===== src/rtl/tcf_pkg.sv =====
package tcf_pkg;

	// field widths
	localparam int RAW_W    = 16;
	localparam int ACCEL_W  = 17;
	localparam int RATE_W   = 18;
	localparam int ANGLE_W  = 24;
	localparam int TOTAL_W  = 24;
	localparam int CFG_W    = 16;
	localparam int IN_W     = 32;
	localparam int OUT_W    = 64;

	// shared multiplier shape
	localparam int MUL_A_W  = 36;
	localparam int MUL_B_W  = 27;
	localparam int PROD_W   = MUL_A_W + MUL_B_W;
	localparam int SUM_W    = 58;

	// constant division by reciprocal: quotient estimate sits above this bit
	localparam int DIV_W    = 26;
	localparam int RECIP_SH = 26;

	// 57.2957795131 degrees per radian in Q16
	localparam int TILT_RAD_Q16 = 3754936;
	// rate: floor((512 g + 131) / 262)
	localparam int GYRO_DIV     = 262;
	localparam int GYRO_RECIP   = (1 << RECIP_SH) / GYRO_DIV;

	localparam logic [CFG_W-1:0] TIME_STEP_RST   = 16'd6554;
	localparam logic [CFG_W-1:0] GYRO_WEIGHT_RST = 16'd64225;

	localparam logic signed [ANGLE_W-1:0] ANGLE_MAX = 24'sh7FFFFF;
	localparam logic signed [ANGLE_W-1:0] ANGLE_MIN = -24'sh800000;

	// register map
	localparam logic REG_TIME_STEP   = 1'b0;
	localparam logic REG_GYRO_WEIGHT = 1'b1;

	typedef enum logic [4:0] {
		ST_IDLE,
		ST_AMUL,
		ST_GMUL,
		ST_GCHK,
		ST_GFIX,
		ST_CAL,
		ST_BA_MUL,
		ST_BA_CHK,
		ST_BA_FIX,
		ST_BG_CHK,
		ST_BG_FIX,
		ST_F_DIFF,
		ST_F_RD,
		ST_F_WF,
		ST_F_ACC,
		ST_F_SUM,
		ST_F_OUT
	} state_t;

	typedef enum logic [3:0] {
		MS_NONE,
		MS_ACCEL,
		MS_G_RECIP,
		MS_G_CHK,
		MS_BA_RECIP,
		MS_B_CHK,
		MS_BG_RECIP,
		MS_RATE_DT,
		MS_RD_W,
		MS_FUSED_W,
		MS_ACC_W
	} mul_sel_t;

	typedef enum logic [1:0] {
		ACC_HOLD,
		ACC_LOAD,
		ACC_ADD
	} acc_op_t;

	typedef struct packed {
		logic ready;
		mul_sel_t mul_sel;
		acc_op_t acc_op;
		logic ld_aq8;
		logic ld_q0;
		logic ld_gq8;
		logic ld_cal;
		logic ld_abias;
		logic ld_gbias;
		logic ld_diff;
		logic ld_out;
	} ctl_t;

	typedef struct packed {
		logic take;
		logic calib;
		logic cal_last;
		logic out_busy;
	} stat_t;

endpackage


===== src/rtl/tcf_mac.sv =====
module tcf_mac
	import tcf_pkg::*;
(
	input  logic                      clk,
	input  logic signed [MUL_A_W-1:0] a,
	input  logic signed [MUL_B_W-1:0] b,
	input  acc_op_t                   op,
	output logic signed [PROD_W-1:0]  prod,
	output logic signed [SUM_W-1:0]   sum
);

	logic signed [PROD_W-1:0] prod_q;
	logic signed [SUM_W-1:0]  sum_q;

	always_ff @(posedge clk) begin
		prod_q <= a * b;
		case (op)
			ACC_LOAD: sum_q <= prod_q[SUM_W-1:0];
			ACC_ADD:  sum_q <= sum_q + {prod_q[SUM_W-17:0], 16'b0};
			default:  sum_q <= sum_q;
		endcase
	end

	assign prod = prod_q;
	assign sum  = sum_q;

endmodule


===== src/rtl/tcf_seq.sv =====
module tcf_seq
	import tcf_pkg::*;
(
	input  logic  clk,
	input  logic  arst_n,
	input  stat_t stat,
	output ctl_t  ctl
);

	state_t state_q;
	state_t state_d;

	always_ff @(posedge clk or negedge arst_n) begin
		if (!arst_n) begin
			state_q <= ST_IDLE;
		end else begin
			state_q <= state_d;
		end
	end

	always_comb begin
		state_d = state_q;
		unique case (state_q)
			ST_IDLE:   if (stat.take) state_d = ST_AMUL;
			ST_AMUL:   state_d = ST_GMUL;
			ST_GMUL:   state_d = ST_GCHK;
			ST_GCHK:   state_d = ST_GFIX;
			ST_GFIX:   state_d = stat.calib ? ST_CAL : ST_F_DIFF;
			ST_CAL:    state_d = stat.cal_last ? ST_BA_MUL : ST_IDLE;
			ST_BA_MUL: state_d = ST_BA_CHK;
			ST_BA_CHK: state_d = ST_BA_FIX;
			ST_BA_FIX: state_d = ST_BG_CHK;
			ST_BG_CHK: state_d = ST_BG_FIX;
			ST_BG_FIX: state_d = ST_IDLE;
			ST_F_DIFF: state_d = ST_F_RD;
			ST_F_RD:   state_d = ST_F_WF;
			ST_F_WF:   state_d = ST_F_ACC;
			ST_F_ACC:  state_d = ST_F_SUM;
			ST_F_SUM:  state_d = ST_F_OUT;
			ST_F_OUT:  if (!stat.out_busy) state_d = ST_IDLE;
			default:   state_d = ST_IDLE;
		endcase
	end

	always_comb begin
		ctl = '0;
		ctl.mul_sel = MS_NONE;
		ctl.acc_op = ACC_HOLD;
		unique case (state_q)
			ST_IDLE:   ctl.ready = 1'b1;
			ST_AMUL:   ctl.mul_sel = MS_ACCEL;
			ST_GMUL: begin
				ctl.mul_sel = MS_G_RECIP;
				ctl.ld_aq8 = 1'b1;
			end
			ST_GCHK: begin
				ctl.mul_sel = MS_G_CHK;
				ctl.ld_q0 = 1'b1;
			end
			ST_GFIX:   ctl.ld_gq8 = 1'b1;
			ST_CAL:    ctl.ld_cal = 1'b1;
			ST_BA_MUL: ctl.mul_sel = MS_BA_RECIP;
			ST_BA_CHK: begin
				ctl.mul_sel = MS_B_CHK;
				ctl.ld_q0 = 1'b1;
			end
			ST_BA_FIX: begin
				ctl.mul_sel = MS_BG_RECIP;
				ctl.ld_abias = 1'b1;
			end
			ST_BG_CHK: begin
				ctl.mul_sel = MS_B_CHK;
				ctl.ld_q0 = 1'b1;
			end
			ST_BG_FIX: ctl.ld_gbias = 1'b1;
			ST_F_DIFF: begin
				ctl.mul_sel = MS_RATE_DT;
				ctl.ld_diff = 1'b1;
			end
			ST_F_RD:   ctl.mul_sel = MS_RD_W;
			ST_F_WF: begin
				ctl.mul_sel = MS_FUSED_W;
				ctl.acc_op = ACC_LOAD;
			end
			ST_F_ACC: begin
				ctl.mul_sel = MS_ACC_W;
				ctl.acc_op = ACC_ADD;
			end
			ST_F_SUM:  ctl.acc_op = ACC_ADD;
			ST_F_OUT:  ctl.ld_out = !stat.out_busy;
			default:   ctl.ready = 1'b0;
		endcase
	end

endmodule


===== src/rtl/tilt_complementary_filter.sv =====
// channel  | dir | tdata fields, lowest bit first                         | tuser/tlast
// s_axis   | in  | accel_sample[15:0], gyro_sample[31:16]                 | none
// m_axis   | out | accel_angle[16:0], gyro_rate[34:17], tilt_angle[58:35] | none
// cfg      | in  | cfg_index 0 time_step, 1 gyro_weight, cfg_data[15:0]   | write only
//
// the arithmetic steps share one registered 36x27 multiplier plus accumulator,
// so they run one after another in sequencer order:
// calibration item: scale accel and gyro, add to the sums; the last one also divides out the biases
// filter item: scale, remove biases, weight and sum; result valid and ready again in the same cycle
// reset clears config to defaults, calibration count, sums, biases and angle
// a stalled result holds the sequencer in its last step; no request is lost
module tilt_complementary_filter
	import tcf_pkg::*;
#(
	parameter int CAL_SAMPLES = 20
) (
	input  logic             clk,
	input  logic             arst_n,
	// accel_sample[15:0], gyro_sample[31:16]
	input  logic [IN_W-1:0]  s_tdata,
	input  logic             s_tvalid,
	output logic             s_tready,
	// accel_angle[16:0], gyro_rate[34:17], tilt_angle[58:35], zero fill above
	output logic [OUT_W-1:0] m_tdata,
	output logic             m_tvalid,
	input  logic             m_tready,
	input  logic             cfg_we,
	input  logic             cfg_index,
	input  logic [CFG_W-1:0] cfg_data
);

	localparam int CNT_W   = $clog2(CAL_SAMPLES + 1);
	// bias = floor((2 total + n) / 2n)
	localparam int DIV_B   = 2 * CAL_SAMPLES;
	localparam int RECIP_B = (1 << RECIP_SH) / DIV_B;

	// floor division by a constant: fold the sign, then reciprocal estimate
	function automatic logic [DIV_W:0] div_prep(input logic signed [DIV_W-1:0] x,
		input logic [DIV_W-1:0] dm1);
		logic [DIV_W-1:0] m;
		begin
			m = x[DIV_W-1] ? (dm1 - x) : x;
			return {x[DIV_W-1], m};
		end
	endfunction

	// one correction step: estimate is exact or one short
	function automatic logic signed [DIV_W:0] div_fix(input logic [DIV_W:0] prep,
		input logic [DIV_W-1:0] q0, input logic [DIV_W:0] qd, input logic [DIV_W:0] d);
		logic [DIV_W:0] r;
		logic [DIV_W:0] q;
		begin
			r = {1'b0, prep[DIV_W-1:0]} - qd;
			q = {1'b0, q0} + {{DIV_W{1'b0}}, (r >= d)};
			return prep[DIV_W] ? -q : q;
		end
	endfunction

	ctl_t  ctl;
	stat_t stat;

	// config
	logic [CFG_W-1:0] dt_q;
	logic [CFG_W-1:0] w_q;

	// filter state
	logic [CNT_W-1:0]          cnt_q;
	logic signed [TOTAL_W-1:0] atot_q;
	logic signed [TOTAL_W-1:0] gtot_q;
	logic signed [ACCEL_W-1:0] abias_q;
	logic signed [RATE_W-1:0]  gbias_q;
	logic signed [ANGLE_W-1:0] fused_q;

	// per item working registers
	logic signed [RAW_W-1:0]   a_raw_q;
	logic signed [RAW_W-1:0]   g_raw_q;
	logic signed [RAW_W-1:0]   a_q8_q;
	logic signed [RATE_W-1:0]  g_q8_q;
	logic [DIV_W-1:0]          q0_q;
	logic signed [ACCEL_W-1:0] acc_q;
	logic signed [RATE_W-1:0]  rate_q;

	// output stage
	logic               out_vld_q;
	logic [OUT_W-1:0]   out_data_q;

	// shared multiplier
	logic signed [MUL_A_W-1:0] mul_a;
	logic signed [MUL_B_W-1:0] mul_b;
	logic signed [PROD_W-1:0]  prod;
	logic signed [SUM_W-1:0]   sum;

	logic signed [DIV_W-1:0]   g_x;
	logic signed [DIV_W-1:0]   ba_x;
	logic signed [DIV_W-1:0]   bg_x;
	logic [DIV_W:0]            g_prep;
	logic [DIV_W:0]            ba_prep;
	logic [DIV_W:0]            bg_prep;
	logic signed [DIV_W:0]     g_div;
	logic signed [DIV_W:0]     ba_div;
	logic signed [DIV_W:0]     bg_div;
	logic signed [ACCEL_W-1:0] acc_w;
	logic signed [RATE_W-1:0]  rate_w;
	logic [ACCEL_W-1:0]        w_rest;
	logic signed [SUM_W-1:0]   rnd;
	logic signed [SUM_W-33:0]  ang_full;
	logic signed [ANGLE_W-1:0] ang_sat;
	logic signed [37:0]        a_rnd;

	tcf_seq u_seq (
		.clk    (clk),
		.arst_n (arst_n),
		.stat   (stat),
		.ctl    (ctl)
	);

	tcf_mac u_mac (
		.clk  (clk),
		.a    (mul_a),
		.b    (mul_b),
		.op   (ctl.acc_op),
		.prod (prod),
		.sum  (sum)
	);

	assign s_tready = ctl.ready;

	assign stat.take     = s_tvalid && ctl.ready;
	assign stat.calib    = cnt_q != CNT_W'(CAL_SAMPLES);
	assign stat.cal_last = cnt_q == CNT_W'(CAL_SAMPLES - 1);
	assign stat.out_busy = out_vld_q && !m_tready;

	// divider operands, all from registers that hold through the sequence
	assign g_x  = ($signed({{(DIV_W-RAW_W){g_raw_q[RAW_W-1]}}, g_raw_q}) <<< 9)
		+ DIV_W'(131);
	assign ba_x = $signed({atot_q[TOTAL_W-1], atot_q, 1'b0}) + DIV_W'(CAL_SAMPLES);
	assign bg_x = $signed({gtot_q[TOTAL_W-1], gtot_q, 1'b0}) + DIV_W'(CAL_SAMPLES);

	assign g_prep  = div_prep(g_x, DIV_W'(GYRO_DIV - 1));
	assign ba_prep = div_prep(ba_x, DIV_W'(DIV_B - 1));
	assign bg_prep = div_prep(bg_x, DIV_W'(DIV_B - 1));

	assign g_div  = div_fix(g_prep, q0_q, prod[DIV_W:0], (DIV_W+1)'(GYRO_DIV));
	assign ba_div = div_fix(ba_prep, q0_q, prod[DIV_W:0], (DIV_W+1)'(DIV_B));
	assign bg_div = div_fix(bg_prep, q0_q, prod[DIV_W:0], (DIV_W+1)'(DIV_B));

	// bias-corrected values
	assign acc_w  = {a_q8_q[RAW_W-1], a_q8_q} - abias_q;
	assign rate_w = g_q8_q - gbias_q;
	assign w_rest = ACCEL_W'(65536) - {1'b0, w_q};

	// accel tilt: round half up of raw * rad_q16 / 2^22
	assign a_rnd = prod[37:0] + 38'sd2097152;

	// fused angle: round half up at 2^32, then clamp
	assign rnd      = sum + (SUM_W'(1) <<< 31);
	assign ang_full = rnd[SUM_W-1:32];
	always_comb begin
		if (ang_full > (SUM_W-32)'(ANGLE_MAX)) begin
			ang_sat = ANGLE_MAX;
		end else if (ang_full < (SUM_W-32)'(ANGLE_MIN)) begin
			ang_sat = ANGLE_MIN;
		end else begin
			ang_sat = ang_full[ANGLE_W-1:0];
		end
	end

	// multiplier operand select
	always_comb begin
		mul_a = '0;
		mul_b = '0;
		unique case (ctl.mul_sel)
			MS_ACCEL: begin
				mul_a = MUL_A_W'(TILT_RAD_Q16);
				mul_b = MUL_B_W'(a_raw_q);
			end
			MS_G_RECIP: begin
				mul_a = MUL_A_W'(g_prep[DIV_W-1:0]);
				mul_b = MUL_B_W'(GYRO_RECIP);
			end
			MS_G_CHK: begin
				mul_a = MUL_A_W'(prod[RECIP_SH+DIV_W-1:RECIP_SH]);
				mul_b = MUL_B_W'(GYRO_DIV);
			end
			MS_BA_RECIP: begin
				mul_a = MUL_A_W'(ba_prep[DIV_W-1:0]);
				mul_b = MUL_B_W'(RECIP_B);
			end
			MS_B_CHK: begin
				mul_a = MUL_A_W'(prod[RECIP_SH+DIV_W-1:RECIP_SH]);
				mul_b = MUL_B_W'(DIV_B);
			end
			MS_BG_RECIP: begin
				mul_a = MUL_A_W'(bg_prep[DIV_W-1:0]);
				mul_b = MUL_B_W'(RECIP_B);
			end
			MS_RATE_DT: begin
				mul_a = MUL_A_W'(rate_w);
				mul_b = MUL_B_W'({1'b0, dt_q});
			end
			MS_RD_W: begin
				// rate * dt fits well inside the a operand
				mul_a = prod[MUL_A_W-1:0];
				mul_b = MUL_B_W'({1'b0, w_q});
			end
			MS_FUSED_W: begin
				mul_a = MUL_A_W'(fused_q);
				mul_b = MUL_B_W'({1'b0, w_q});
			end
			MS_ACC_W: begin
				mul_a = MUL_A_W'(acc_q);
				mul_b = MUL_B_W'({1'b0, w_rest});
			end
			default: begin
				mul_a = '0;
				mul_b = '0;
			end
		endcase
	end

	// config writes
	always_ff @(posedge clk or negedge arst_n) begin
		if (!arst_n) begin
			dt_q <= TIME_STEP_RST;
			w_q  <= GYRO_WEIGHT_RST;
		end else if (cfg_we) begin
			unique case (cfg_index)
				REG_TIME_STEP:   dt_q <= cfg_data;
				REG_GYRO_WEIGHT: w_q  <= cfg_data;
				default:         dt_q <= dt_q;
			endcase
		end
	end

	// filter state
	always_ff @(posedge clk or negedge arst_n) begin
		if (!arst_n) begin
			cnt_q   <= '0;
			atot_q  <= '0;
			gtot_q  <= '0;
			abias_q <= '0;
			gbias_q <= '0;
			fused_q <= '0;
		end else begin
			if (ctl.ld_cal) begin
				cnt_q  <= cnt_q + CNT_W'(1);
				atot_q <= atot_q + TOTAL_W'(a_q8_q);
				gtot_q <= gtot_q + TOTAL_W'(g_q8_q);
			end
			if (ctl.ld_abias) abias_q <= ba_div[ACCEL_W-1:0];
			if (ctl.ld_gbias) gbias_q <= bg_div[RATE_W-1:0];
			if (ctl.ld_out)   fused_q <= ang_sat;
		end
	end

	// working registers, no reset needed
	always_ff @(posedge clk) begin
		if (stat.take) begin
			a_raw_q <= s_tdata[RAW_W-1:0];
			g_raw_q <= s_tdata[2*RAW_W-1:RAW_W];
		end
		if (ctl.ld_aq8) a_q8_q <= a_rnd[37:22];
		if (ctl.ld_q0)  q0_q   <= prod[RECIP_SH+DIV_W-1:RECIP_SH];
		if (ctl.ld_gq8) g_q8_q <= g_div[RATE_W-1:0];
		if (ctl.ld_diff) begin
			acc_q  <= acc_w;
			rate_q <= rate_w;
		end
		if (ctl.ld_out) begin
			out_data_q <= {{(OUT_W-ACCEL_W-RATE_W-ANGLE_W){1'b0}}, ang_sat, rate_q, acc_q};
		end
	end

	// output valid
	always_ff @(posedge clk or negedge arst_n) begin
		if (!arst_n) begin
			out_vld_q <= 1'b0;
		end else if (ctl.ld_out) begin
			out_vld_q <= 1'b1;
		end else if (m_tready) begin
			out_vld_q <= 1'b0;
		end
	end

	assign m_tvalid = out_vld_q;
	assign m_tdata  = out_data_q;

	// a request occupies the sequencer, so ready drops after it is taken
	assert property (@(posedge clk) disable iff (!arst_n)
		(s_tvalid && s_tready) |=> !s_tready)
		else $error("ready did not drop after a request");

	// no result while the biases are still being gathered
	assert property (@(posedge clk) disable iff (!arst_n)
		ctl.ld_out |-> !stat.calib)
		else $error("result produced during calibration");

	// a new result never overwrites one still waiting
	assert property (@(posedge clk) disable iff (!arst_n)
		ctl.ld_out |-> !(out_vld_q && !m_tready))
		else $error("pending result overwritten");

	// the emitted angle is the stored angle
	assert property (@(posedge clk) disable iff (!arst_n)
		ctl.ld_out |=> (m_tdata[ACCEL_W+RATE_W+ANGLE_W-1:ACCEL_W+RATE_W] == fused_q))
		else $error("output angle differs from filter state");

endmodule

===== config.mk =====
export PLATFORM = sky130hd
export DESIGN_NAME = tilt_complementary_filter
export DESIGN_NICKNAME = d
export VERILOG_FILES = /design/src/rtl/tcf_pkg.sv /design/src/rtl/tcf_mac.sv /design/src/rtl/tcf_seq.sv /design/src/rtl/tilt_complementary_filter.sv
export SDC_FILE = /design/constraint.sdc
export NUM_CORES = 2
export LEC_CHECK = 0
export BUFFER_PORTS_ARGS = -buffer_cell sky130_fd_sc_hd__clkbuf_2
export CORE_ASPECT_RATIO = 0.9
export CORE_UTILIZATION = 33
export DETAILED_ROUTE_END_ITERATION = 12
export SYNTH_ARGS = -nofsm -noshare
export SYNTH_HDL_FRONTEND = slang
export SYNTH_SLANG_ARGS = --single-unit

===== constraint.sdc =====
create_clock -name clk -period 12.3 [get_ports clk]
set_input_delay 0.615 -clock clk [delete_from_list [all_inputs] [get_ports clk]]
set_output_delay 0.615 -clock clk [all_outputs]
set_load 0.005 [all_outputs]

==> metrics <==
dpl cells 9064; endpoints failing setup 0; gr usage total 22.16%; Setup Total Neg Slack 0 ns; full die area 183300 sq um; CTS H-tree lvls 2; Worst path most repeated cell fa_1; RR Startpoint gtot_q[1]$_DFFE_PN0P_; initial antenna violation count 12; CTS tree done; Syn. warnings 0; most frequent cells in the layout 1227 x inv_1, 930 x fa_1, 833 x nand2_1; die height 406.3 um; clk sink count 428; DR iter-0 viols 4293; Req. time, crit path 12.92 ns; num rows 148; post-DR wirelength/cell 22.00 um; first-pass GRT wire length 303.2 mm; Worst Tran Pin Value 1.225 ns; #FFs+latches synth 428; Bufs on Longest Clock Path 3; status complete, but fails checks; Post-synth EDFFs 220; Reg2Reg Depth 34; cell area after synthesis 59930 sq um; most common cell after layout, fill and taps aside inv_1; ranking of synthesized cells by area fa_1 31%, edfxtp_1 11%, ha_1 8.0%; hold depth 1; crit path buf inv count 4; placer congestion estimate 0.9838; Clock Latency Late Sink 0.70 ns; clk_skew 0.07964 ns; Routed Antenna Nets 0; worst r2r dst u_mac.prod[54]$_DFF_P_; Slew Viols, Final 0; min-delay src s_tdata[4]; final std cells w/o fill 9169; post-route minimum period 11.83 ns; CTS Buf Count 53; Syn Area/Cell 9.250 sq um; CP Data Arrival Time 12.44 ns; Port Buf Inserts 114; critical path's slowest cell o311ai_0; violated checks DRC; DRC 6; Async S/R FF share, synth 35.05%; PnR worst setup slack 0.4706 ns; Initial Utilization 33.19%; Netlist cell types 108; total number of vias 46730; Util after Layout 36.62%; Synth area leader fa_1; FILL cells 18200; Post-Route WL 201.7 mm; Synth-to-Final Area Change 10.33%; Root Buffer clkbuf_16; pre-CTS WS 0.8373 ns; Critical Path Source Type register; nets@finish 8089; grt ovf 0; delay-heaviest family, CP compound AO/OA/AOI/OAI gates; post-synthesis sequential area ratio 19.26%; post-DR vias/cell 5.096; R2R setup slack 0.47 ns; hold endpoint a_raw_q[4]$_DFFE_PP_; post-synth top area share 31.07%; worst-path maximum fanout 9; max_cap viols 0; main flop type after synthesis edfxtp_1; largest net degree at the start of global routing 70; first-pass detailed-route iteration total 10; IO Pins 120; half-perimeter wire length after placement 165.5 mm; period utilization 96.17%; Max-slew headroom 18.11%; f_max 0.08453 GHz; CORE AREA 180500 sq um; RSZ-0062 raised after global routing false; CP Class register to register; Worst setup EP type register; die width 451.2 um; Clock transition at path regs 0.07 ns; layout cell share with drive strength beyond 1 7.450%; final hold violation count 0; Post-Syn Instances 6479; Hold WC Path Type input pin to register; vias in the first global route 47680; Crit path largest cell delay 0.76 ns
[metal layers]
layer	up-vias	part of all wire [%]	wire length, um	global-route usage [%]
met2	1756	45	90610	34.89
met4	6	6.3	12650	12.05
li1	21090	-	-	-
met5	-	0.042	85	0
met3	359	7.3	14760	3.580
met1	23520	41	83590	29.12
[through the flow]
stage	hold slack [ns]	instance area [sq um]
finish	0.1594	66120
global route	0.1458	66110
CTS	0.1308	66110
detailed placement	0.4045	64280
global placement	0.4033	64280
floorplan	0.3194	60630
[kinds of logic after synthesis]
family / share of synthesized area, %
and+or+nand+nor: 13.76
buffers and inverters: 9.326
adders and majority gates: 39.10
AOI/OAI and AO/OA: 10.65
DFF: 19.26
xor gates and xnor gates: 6.138
muxes: 1.743
other: 0.01253
[worst reg2reg max path: cells and delay by family, from the launching register on]
kind	cells	cell delay [ns]
compound gates	14	4.51
xor+xnor	3	0.65
fa+ha+maj	9	4.40
buf+inv	4	0.53
flops	1	0.50
simple gates	4	1.19
[how the worst max path moves through the flow]
stage                                 start                      to  slack (ns)  cells after the start
6_report              gtot_q[1]$_DFFE_PN0P_  u_mac.prod[54]$_DFF_P_        0.47                     34
2_1_floorplan  u_seq.state_q[1]$_DFFE_PN0P_  u_mac.prod[57]$_DFF_P_        2.84                     35
3_5_place_dp          gtot_q[1]$_DFFE_PN0P_  u_mac.prod[54]$_DFF_P_        0.84                     34
3_3_place_gp          gtot_q[1]$_DFFE_PN0P_  u_mac.prod[54]$_DFF_P_        0.85                     34
5_1_grt              gbias_q[1]$_DFFE_PN0N_  u_mac.prod[56]$_DFF_P_        0.11                     40
4_1_cts               gtot_q[1]$_DFFE_PN0P_  u_mac.prod[54]$_DFF_P_        0.77                     34
[state kept, by name, indices dropped and copies added, names as in the netlist, 17 cells and up]
| register | count |
|---|---|
| rate_q | 18 |
| m_tdata | 59 |
| u_mac.sum | 42 |
| acc_q | 17 |
| gbias_q | 18 |
| u_mac.prod | 58 |
| abias_q | 17 |
| fused_q | 24 |
| atot_q | 24 |
| g_q8_q | 18 |
| q0_q | 18 |
| gtot_q | 24 |
[final cells by class]
cell class | instances | area, sq um | share of cell area (%)
clock inverter | 42 | 460.4 | 0.6964
antenna | 4 | 10.01 | 0.01514
sequential | 428 | 11540 | 17.46
timing repair buffer | 230 | 1463 | 2.212
multi-input combinational | 4774 | 43650 | 66.02
tap | 2400 | 3003 | 4.542
inverter | 1233 | 4637 | 7.013
clock buffer | 58 | 1355 | 2.049
[synth_stat cells (33+ instances only)]
master,n
and3_1,43
nor2_1,291
o21ai_0,276
a21oi_1,234
fa_1,930
nor3_1,84
a31oi_1,35
xor2_1,169
edfxtp_1,220
dfrtp_1,133
dfxtp_1,58
and2_1,136
o21a_1,43
xnor2_1,251
a21o_1,93
ha_1,385
nand2b_1,50
nor2b_1,44
nand4_1,46
a211oi_1,33
mux2_2,83
clkbuf_1,168
inv_1,1228
nand2_1,834
nand3_1,109
[what timing repair did]
item / in CTS / in global routing
hold endpoints to repair: 58 / 0
gates resized for setup: 0 / 0
buffers inserted: 0 / 0
hold buffers: 1 / 0
Power is not shown: default switching activity piles up to over one toggle a cycle in this logic, so the estimate is an artifact.
